**src/rtl/core/dt2ft_pkg.sv**
```systemverilog
// ----------------------------------------------------------------------------
// dt2ft_pkg
// Shared types, constants and calendar helpers for the date to FILETIME block.
// ----------------------------------------------------------------------------
`default_nettype none

package dt2ft_pkg;

  localparam int YEAR_W   = 12;
  localparam int MONTH_W  = 4;
  localparam int DAY_W    = 5;
  localparam int HOUR_W   = 5;
  localparam int MINUTE_W = 6;
  localparam int SECOND_W = 6;
  localparam int FT_W     = 58;

  localparam int DAYS_W   = 20;  // whole days since 1601 for any 12-bit year
  localparam int TOD_W    = 17;  // seconds of the day, face-value fields
  localparam int SECS_W   = 37;  // seconds since 1601
  localparam int SPLIT_W  = 20;  // low part of the seconds for the tick multiply
  localparam int TICK_W   = 24;  // width of the ticks-per-second constant
  localparam int SUM_W    = 61;  // full tick count before saturation

  localparam logic [YEAR_W-1:0] EPOCH_YEAR        = 12'd1970;
  localparam logic [DAYS_W-1:0] DAYS_1601_TO_1970 = 20'd134774;
  localparam logic [TOD_W-1:0]  SECONDS_PER_DAY   = 17'd86400;
  localparam logic [TICK_W-1:0] TICKS_PER_SECOND  = 24'd10000000;

  typedef enum logic [2:0] {
    ST_IDLE,
    ST_LOOP,
    ST_DATE,
    ST_SCALE,
    ST_MUL_LO,
    ST_MUL_HI,
    ST_EMIT
  } state_t;

  typedef struct packed {
    logic load;
    logic step;
    logic date;
    logic scale;
    logic mul_lo;
    logic mul_hi;
    logic emit;
  } cmd_t;

  typedef struct packed {
    logic loop_done;
  } sts_t;

  // Days before the month, index 0 is January.
  function automatic logic [8:0] days_before_month(input logic [3:0] midx);
    logic [8:0] d;
    unique case (midx)
      4'd0:    d = 9'd0;
      4'd1:    d = 9'd31;
      4'd2:    d = 9'd59;
      4'd3:    d = 9'd90;
      4'd4:    d = 9'd120;
      4'd5:    d = 9'd151;
      4'd6:    d = 9'd181;
      4'd7:    d = 9'd212;
      4'd8:    d = 9'd243;
      4'd9:    d = 9'd273;
      4'd10:   d = 9'd304;
      4'd11:   d = 9'd334;
      default: d = 9'd0;
    endcase
    return d;
  endfunction

  // Gregorian leap test; y/100 by reciprocal, exact for any 12-bit y.
  function automatic logic leap_year(input logic [YEAR_W-1:0] y);
    logic [24:0] prod;
    logic [5:0]  q100;
    logic [12:0] back;
    prod = {13'd0, y} * 25'd5243;
    q100 = prod[24:19];
    back = 13'({7'd0, q100} * 13'd100);
    return (y[1:0] == 2'd0) && ((back != {1'b0, y}) || (q100[1:0] == 2'd0));
  endfunction

endpackage

`default_nettype wire

```
**src/rtl/core/dt2ft_ctrl.sv**
```systemverilog
// ----------------------------------------------------------------------------
// dt2ft_ctrl
// Sequencer: walks the year loop, the date add and the scaling steps, and owns
// both handshakes.
// ----------------------------------------------------------------------------
`default_nettype none

module dt2ft_ctrl
  import dt2ft_pkg::*;
(
  input  wire  clk,
  input  wire  rst_n,
  input  wire  in_valid,
  output logic in_stall,
  output logic out_valid,
  input  wire  out_stall,
  output cmd_t cmd,
  input  sts_t sts
);

  state_t state_r, state_nxt;
  logic   out_valid_r, out_valid_nxt;

  always_ff @(posedge clk) begin
    if (!rst_n) begin
      state_r     <= ST_IDLE;
      out_valid_r <= 1'b0;
    end else begin
      state_r     <= state_nxt;
      out_valid_r <= out_valid_nxt;
    end
  end

  always_comb begin
    state_nxt = state_r;
    cmd       = '0;
    unique case (state_r)
      ST_IDLE: begin
        if (in_valid) begin
          cmd.load  = 1'b1;
          state_nxt = ST_LOOP;
        end
      end
      ST_LOOP: begin
        if (sts.loop_done) begin
          state_nxt = ST_DATE;
        end else begin
          cmd.step = 1'b1;
        end
      end
      ST_DATE: begin
        cmd.date  = 1'b1;
        state_nxt = ST_SCALE;
      end
      ST_SCALE: begin
        cmd.scale = 1'b1;
        state_nxt = ST_MUL_LO;
      end
      ST_MUL_LO: begin
        cmd.mul_lo = 1'b1;
        state_nxt  = ST_MUL_HI;
      end
      ST_MUL_HI: begin
        cmd.mul_hi = 1'b1;
        state_nxt  = ST_EMIT;
      end
      ST_EMIT: begin
        // hold while the previous result still waits
        if (!(out_valid_r && out_stall)) begin
          cmd.emit  = 1'b1;
          state_nxt = ST_IDLE;
        end
      end
      default: state_nxt = ST_IDLE;
    endcase
  end

  always_comb begin
    out_valid_nxt = out_valid_r;
    if (cmd.emit) begin
      out_valid_nxt = 1'b1;
    end else if (out_valid_r && !out_stall) begin
      out_valid_nxt = 1'b0;
    end
  end

  assign in_stall  = (state_r != ST_IDLE);
  assign out_valid = out_valid_r;

endmodule

`default_nettype wire

```
**src/rtl/core/dt2ft_dp.sv**
```systemverilog
// ----------------------------------------------------------------------------
// dt2ft_dp
// Datapath: day accumulator with year counter, date terms, seconds scaling and
// the split tick multiply with saturation.
// ----------------------------------------------------------------------------
`default_nettype none

module dt2ft_dp
  import dt2ft_pkg::*;
(
  input  wire                 clk,
  input  wire [YEAR_W-1:0]    in_year,
  input  wire [MONTH_W-1:0]   in_month,
  input  wire [DAY_W-1:0]     in_day,
  input  wire [HOUR_W-1:0]    in_hour,
  input  wire [MINUTE_W-1:0]  in_minute,
  input  wire [SECOND_W-1:0]  in_second,
  output logic [FT_W-1:0]     out_filetime,
  input  cmd_t                cmd,
  output sts_t                sts
);

  logic [YEAR_W-1:0]          year_r;
  logic [MONTH_W-1:0]         month_r;
  logic [DAY_W-1:0]           day_r;
  logic [YEAR_W-1:0]          cur_r;
  logic [DAYS_W-1:0]          days_r;
  logic [TOD_W-1:0]           tod_r;
  logic [SECS_W-1:0]          secs_r;
  logic [SPLIT_W+TICK_W-1:0]  plo_r;
  logic [SECS_W-SPLIT_W+TICK_W-1:0] phi_r;
  logic [FT_W-1:0]            ft_r;

  logic [TOD_W-1:0]           tod_nxt;
  logic [3:0]                 midx;
  logic [DAYS_W-1:0]          date_days;
  logic [SUM_W-1:0]           total;

  always_comb begin
    tod_nxt = TOD_W'(in_hour) * 17'd3600 + TOD_W'(in_minute) * 17'd60 + TOD_W'(in_second);
  end

  always_comb begin
    midx = ((month_r >= 4'd1) && (month_r <= 4'd12)) ? (month_r - 4'd1) : 4'd0;
    date_days = days_r + DAYS_W'(days_before_month(midx)) + DAYS_1601_TO_1970
              + DAYS_W'((midx >= 4'd2) && leap_year(year_r))
              + DAYS_W'((day_r != '0) ? (day_r - 5'd1) : 5'd0);
  end

  always_comb begin
    total = {phi_r, {SPLIT_W{1'b0}}} + SUM_W'(plo_r);
  end

  always_ff @(posedge clk) begin
    if (cmd.load) begin
      year_r  <= in_year;
      month_r <= in_month;
      day_r   <= in_day;
      cur_r   <= EPOCH_YEAR;
      days_r  <= '0;
      tod_r   <= tod_nxt;
    end
    if (cmd.step) begin
      // advance one whole year
      days_r <= days_r + (leap_year(cur_r) ? 20'd366 : 20'd365);
      cur_r  <= cur_r + 12'd1;
    end
    if (cmd.date) begin
      days_r <= date_days;
    end
    if (cmd.scale) begin
      secs_r <= SECS_W'(days_r) * SECS_W'(SECONDS_PER_DAY) + SECS_W'(tod_r);
    end
    if (cmd.mul_lo) begin
      plo_r <= (SPLIT_W+TICK_W)'(secs_r[SPLIT_W-1:0]) * (SPLIT_W+TICK_W)'(TICKS_PER_SECOND);
    end
    if (cmd.mul_hi) begin
      phi_r <= (SECS_W-SPLIT_W+TICK_W)'(secs_r[SECS_W-1:SPLIT_W])
             * (SECS_W-SPLIT_W+TICK_W)'(TICKS_PER_SECOND);
    end
    if (cmd.emit) begin
      // clamp counts that overflow the result width
      ft_r <= (total[SUM_W-1:FT_W] != '0) ? {FT_W{1'b1}} : total[FT_W-1:0];
    end
  end

  assign sts.loop_done = (cur_r >= year_r);
  assign out_filetime  = ft_r;

endmodule

`default_nettype wire

```
**src/rtl/core/datetime_to_filetime.sv**
```systemverilog
// ----------------------------------------------------------------------------
// datetime_to_filetime
// Converts one calendar reading (year, month, day, hour, minute, second) to a
// 58-bit count of 100-ns ticks since 1601-01-01 UTC.
// ----------------------------------------------------------------------------
// Usage:
//   Input channel in_*: one transaction carries a full reading. Result
//   channel out_*: one transaction per input, in order. Both use valid/stall.
//   Sequence: the year loop adds one year's days per cycle, from 1970 up
//   to the input year (no steps for years up to 1970); then come the date
//   add, seconds scaling, two tick half-multiplies and the final sum, in
//   that order, before out_valid rises.
//   Throughput: one transaction at a time; in_stall is high from acceptance
//   until the result is loaded into the output register. A new reading is
//   taken while a finished result still waits on out_stall.
//   Receiver stall: the result holds in the output register; a following
//   conversion completes and waits in its last step until the register frees.
//   Reset (rst_n low, synchronous): the sequencer returns to idle and
//   out_valid drops; any conversion in flight is dropped.
// ----------------------------------------------------------------------------
`default_nettype none

module datetime_to_filetime
  import dt2ft_pkg::*;
(
  input  wire                 clk,
  input  wire                 rst_n,
  input  wire                 in_valid,
  output logic                in_stall,
  input  wire [YEAR_W-1:0]    in_year,
  input  wire [MONTH_W-1:0]   in_month,
  input  wire [DAY_W-1:0]     in_day,
  input  wire [HOUR_W-1:0]    in_hour,
  input  wire [MINUTE_W-1:0]  in_minute,
  input  wire [SECOND_W-1:0]  in_second,
  output logic                out_valid,
  input  wire                 out_stall,
  output logic [FT_W-1:0]     out_filetime
);

  cmd_t cmd;
  sts_t sts;

  dt2ft_ctrl u_ctrl (
    .clk       (clk),
    .rst_n     (rst_n),
    .in_valid  (in_valid),
    .in_stall  (in_stall),
    .out_valid (out_valid),
    .out_stall (out_stall),
    .cmd       (cmd),
    .sts       (sts)
  );

  dt2ft_dp u_dp (
    .clk          (clk),
    .in_year      (in_year),
    .in_month     (in_month),
    .in_day       (in_day),
    .in_hour      (in_hour),
    .in_minute    (in_minute),
    .in_second    (in_second),
    .out_filetime (out_filetime),
    .cmd          (cmd),
    .sts          (sts)
  );

endmodule

`default_nettype wire

```
**config.mk**
```make
export PLATFORM = sky130hd
export DESIGN_NAME = datetime_to_filetime
export DESIGN_NICKNAME = d
export VERILOG_FILES = /design/src/rtl/core/dt2ft_pkg.sv /design/src/rtl/core/dt2ft_ctrl.sv /design/src/rtl/core/dt2ft_dp.sv /design/src/rtl/core/datetime_to_filetime.sv
export SDC_FILE = /design/constraint.sdc
export NUM_CORES = 2
export LEC_CHECK = 0
export ABC_AREA = 1
export BUFFER_PORTS_ARGS = -buffer_cell sky130_fd_sc_hd__buf_2
export CAP_MARGIN = 20
export CORE_MARGIN = 5
export CORE_UTILIZATION = 60
export CTS_CLUSTER_DIAMETER = 200
export DETAILED_ROUTE_END_ITERATION = 8
export PLACE_DENSITY_LB_ADDON = 0.15
export SYNTH_ARGS = -nofsm -noshare
export SYNTH_HDL_FRONTEND = slang
export SYNTH_SLANG_ARGS = --single-unit
```
**constraint.sdc**
```tcl
create_clock -name clk -period 11 [get_ports clk]
set_input_delay 0.55 -clock clk [delete_from_list [all_inputs] [get_ports clk]]
set_output_delay 0.55 -clock clk [all_outputs]
set_load 0.03 [all_outputs]
```
==> reports/metrics.yaml <==
regArea_um2: 6987
synth_nets: 5450
nFillCells: 5182
fmax_mhz: 98.45
die-area_um2: 66750
ys_ff_latch: 234
first_iter_violations: 1165
max-slew-margin-rel_pct: 32.96
area_growth_pct: 7.279
numPortBuffers: 101
htreeDepth: 1
setup-violations-final: 0
routed_via_density: 5.230
reg2reg_to: "u_dp.days_r[17]"
crit_required_ns: 11.33
end_kind: "flop"
cts_sinks: 234
drive_gt1_share_pct: 5.779
pre_cts_slack_ns: 0.3415
grt_max_degree: 53
rows: 91
drv_slew: 0
synth.distinct_cells: 56
antenna_found_initial: 4
final_cell_mix: "1087 x inv_1, 791 x ha_1, 662 x nand2_1"
critical_path.max_stage_delay_ns: 0.54
vias: 27394
worst_slack_ns: 0.8424
synth_sequential_area_ratio_pct: 18.88
startpoint_type: "flop"
dp_hpwl_mm: 67.63
met1_usage_pct: 30.93
tightest_slew_ns: 1.003
remaining_drc_errors: 0
met3_usage_pct: 3.215
cts_root_buf: "clkbuf_16"
cts_tree: "yes"
skew_ns: 0.02740
whs_ns: 0.1203
ys_warn_count: 0
use_met2_pct: 42.09
reg2reg_depth: 52
die_y_um: 258.4
drtAntennaViolNets: 0
rrSetupSlack_ns: 0.84
hold_viol_final: 0
clk_path_buf_depth: 3
slowest_stage: "fa_1"
grt.overflow.total: 0
grt_pass1_wl_mm: 131.8
clk_pin_slew_ns: 0.06
min_path_type: "input port to flop"
io-pin-count: 102
wl_per_cell_um: 14.92
critPathMostFrequentCell: "nand2_1"
core-area_um2: 61370
worstSetupStartpoint: "u_dp.year_r[9]"
cts_buffers: 30
syn_avg_cell_area_um2: 8.631
cap_viol_max_count: 0
path_class: "flop to flop"
critPathCapture: "u_dp.days_r[17]"
cts_hold_buf: 0
period_needed_ns: 10.16
worstPathArrival_ns: 10.48
drt-total-wl_mm: 78.13
fin_crit_sh_pct: 92.34
die_w_um: 258.4
netlist_area_um2: 37010
grt.busiest_layer: "met2"
fin_nets: 5585
final_common_cell: "inv_1"
status: "complete, no violations"
place_congestion: 0.9519
worstPathMaxFanout: 6
clock_latency_ns: 0.61
initial_core_util_pct: 60.31
drt_first_pass_iters: 6
r2r-start: "u_dp.year_r[9]"
grt_use_total_pct: 23.76
grt_pass1_vias: 27864
post_synth_inst_count: 4288
multiInputGateArea_um2: 25820
[final cells by class]
cell class | instances | area share, %
clock buffer | 30 | 1.891
inverter | 1095 | 10.35
multi-input combinational | 2939 | 65.04
sequential | 234 | 17.60
antenna | 1 | 0.006303
timing repair buffer | 123 | 1.822
clock inverter | 26 | 0.8068
tap | 790 | 2.490
[stage by stage]
step	instance area (um2)	std cells	util [%]	setup TNS [ns]
floorplan	37010	4288	-	0
global placement	38430	5164	62.62	0
detailed placement	38430	5164	62.62	0
CTS	39500	5220	64.37	0
global route	39700	5238	64.69	-0.007071
finish	39700	5238	64.69	0
[cell families (layout without fill, tap and decap cells)]
family	count (synthesis)	after routing	share of synthesized area, %
compound gates	424	424	6.424
xor+xnor	187	187	4.503
other cells	0	1	0
fa+ha+maj	1120	1120	44.54
flops	234	234	18.88
simple gates	1208	1208	14.15
buf+inv	1115	1274	11.50
[worst min-delay path by stage]
stage	endpoint	depth (start not counted)	start	slack [ns]
global placement	u_dp.secs_r[4]	0	u_dp.tod_r[4]	0.40
CTS	u_dp.tod_r[1]	1	in_second[1]	0.07
finish	u_dp.tod_r[1]	1	in_second[1]	0.12
detailed placement	u_dp.secs_r[4]	0	u_dp.tod_r[4]	0.41
floorplan	u_dp.secs_r[0]	0	u_dp.tod_r[0]	0.40
global route	u_dp.tod_r[1]	1	in_second[1]	0.09
[registers in the layout (all words and copies together), names as in the netlist]
signal and flops:
u_dp.phi_r 34, u_dp.plo_r 37, u_dp.cur_r 12, u_dp.day_r 5, u_dp.month_r 4, u_dp.days_r 20
u_dp.year_r 12, u_ctrl.out_valid 1, u_dp.out_filetime 52, u_dp.secs_r 37, u_ctrl.state_r 3, u_dp.tod_r 17
[critical path, delay by kind of cell (launching register included)]
kind                       cells  cell delay [ns]
DFF                            1             0.51
xor gates and xnor gates       1             0.19
and+or+nand+nor               20             1.86
buffers and inverters          9             0.74
adders and majority gates     14             5.39
AOI/OAI and AO/OA              8             1.18
[timing repair]
item | in CTS | in global routing
endpoints found under the hold margin | 0 | 0
setup endpoints to repair | 0 | 4
setup buffers | 0 | 13
gates resized for setup | 0 | 7
[per-layer routing]
layer | up-vias | share of wire, %
li1 | 13972 | -
met1 | 12807 | 44
met2 | 456 | 48
met3 | 153 | 4.4
met4 | 6 | 3.0
met5 | - | 0.045
[Yosys cell counts (all sizes together)]
master / n / area share (%)
ha: 791 / 27
dfxtp: 4 / 0.22
o2111a: 1 / 0.030
o31a: 1 / 0.024
o22ai: 3 / 0.051
or2: 11 / 0.19
o31ai: 4 / 0.095
fa: 329 / 18
xnor2: 63 / 1.5
nand3: 187 / 2.8
clkinv: 1 / 0.010
edfxtp: 230 / 19
a21oi: 218 / 3.0
o21ai: 119 / 1.6
a22o: 2 / 0.047
buf: 16 / 0.36
nand2: 677 / 7.0
clkbuf: 4 / 0.041
nor3b: 1 / 0.020
or4: 1 / 0.020
xnor3: 1 / 0.061
a211oi: 1 / 0.020
xor2: 123 / 3.0
a31oi: 12 / 0.20
nand3b: 8 / 0.16
inv: 1094 / 11
o221ai: 1 / 0.024
o21bai: 13 / 0.29
nor4: 2 / 0.034
nor2: 219 / 2.4
nand4: 58 / 1.0
a21o: 26 / 0.53
o211ai: 7 / 0.14
nor3: 41 / 0.55
and2: 3 / 0.051
o21a: 11 / 0.22
a21boi: 4 / 0.091
a221oi: 1 / 0.024
Power is left out: the tool's default activity adds up to more than one toggle a clock period on the data nets, which glitch-free logic cannot reach.
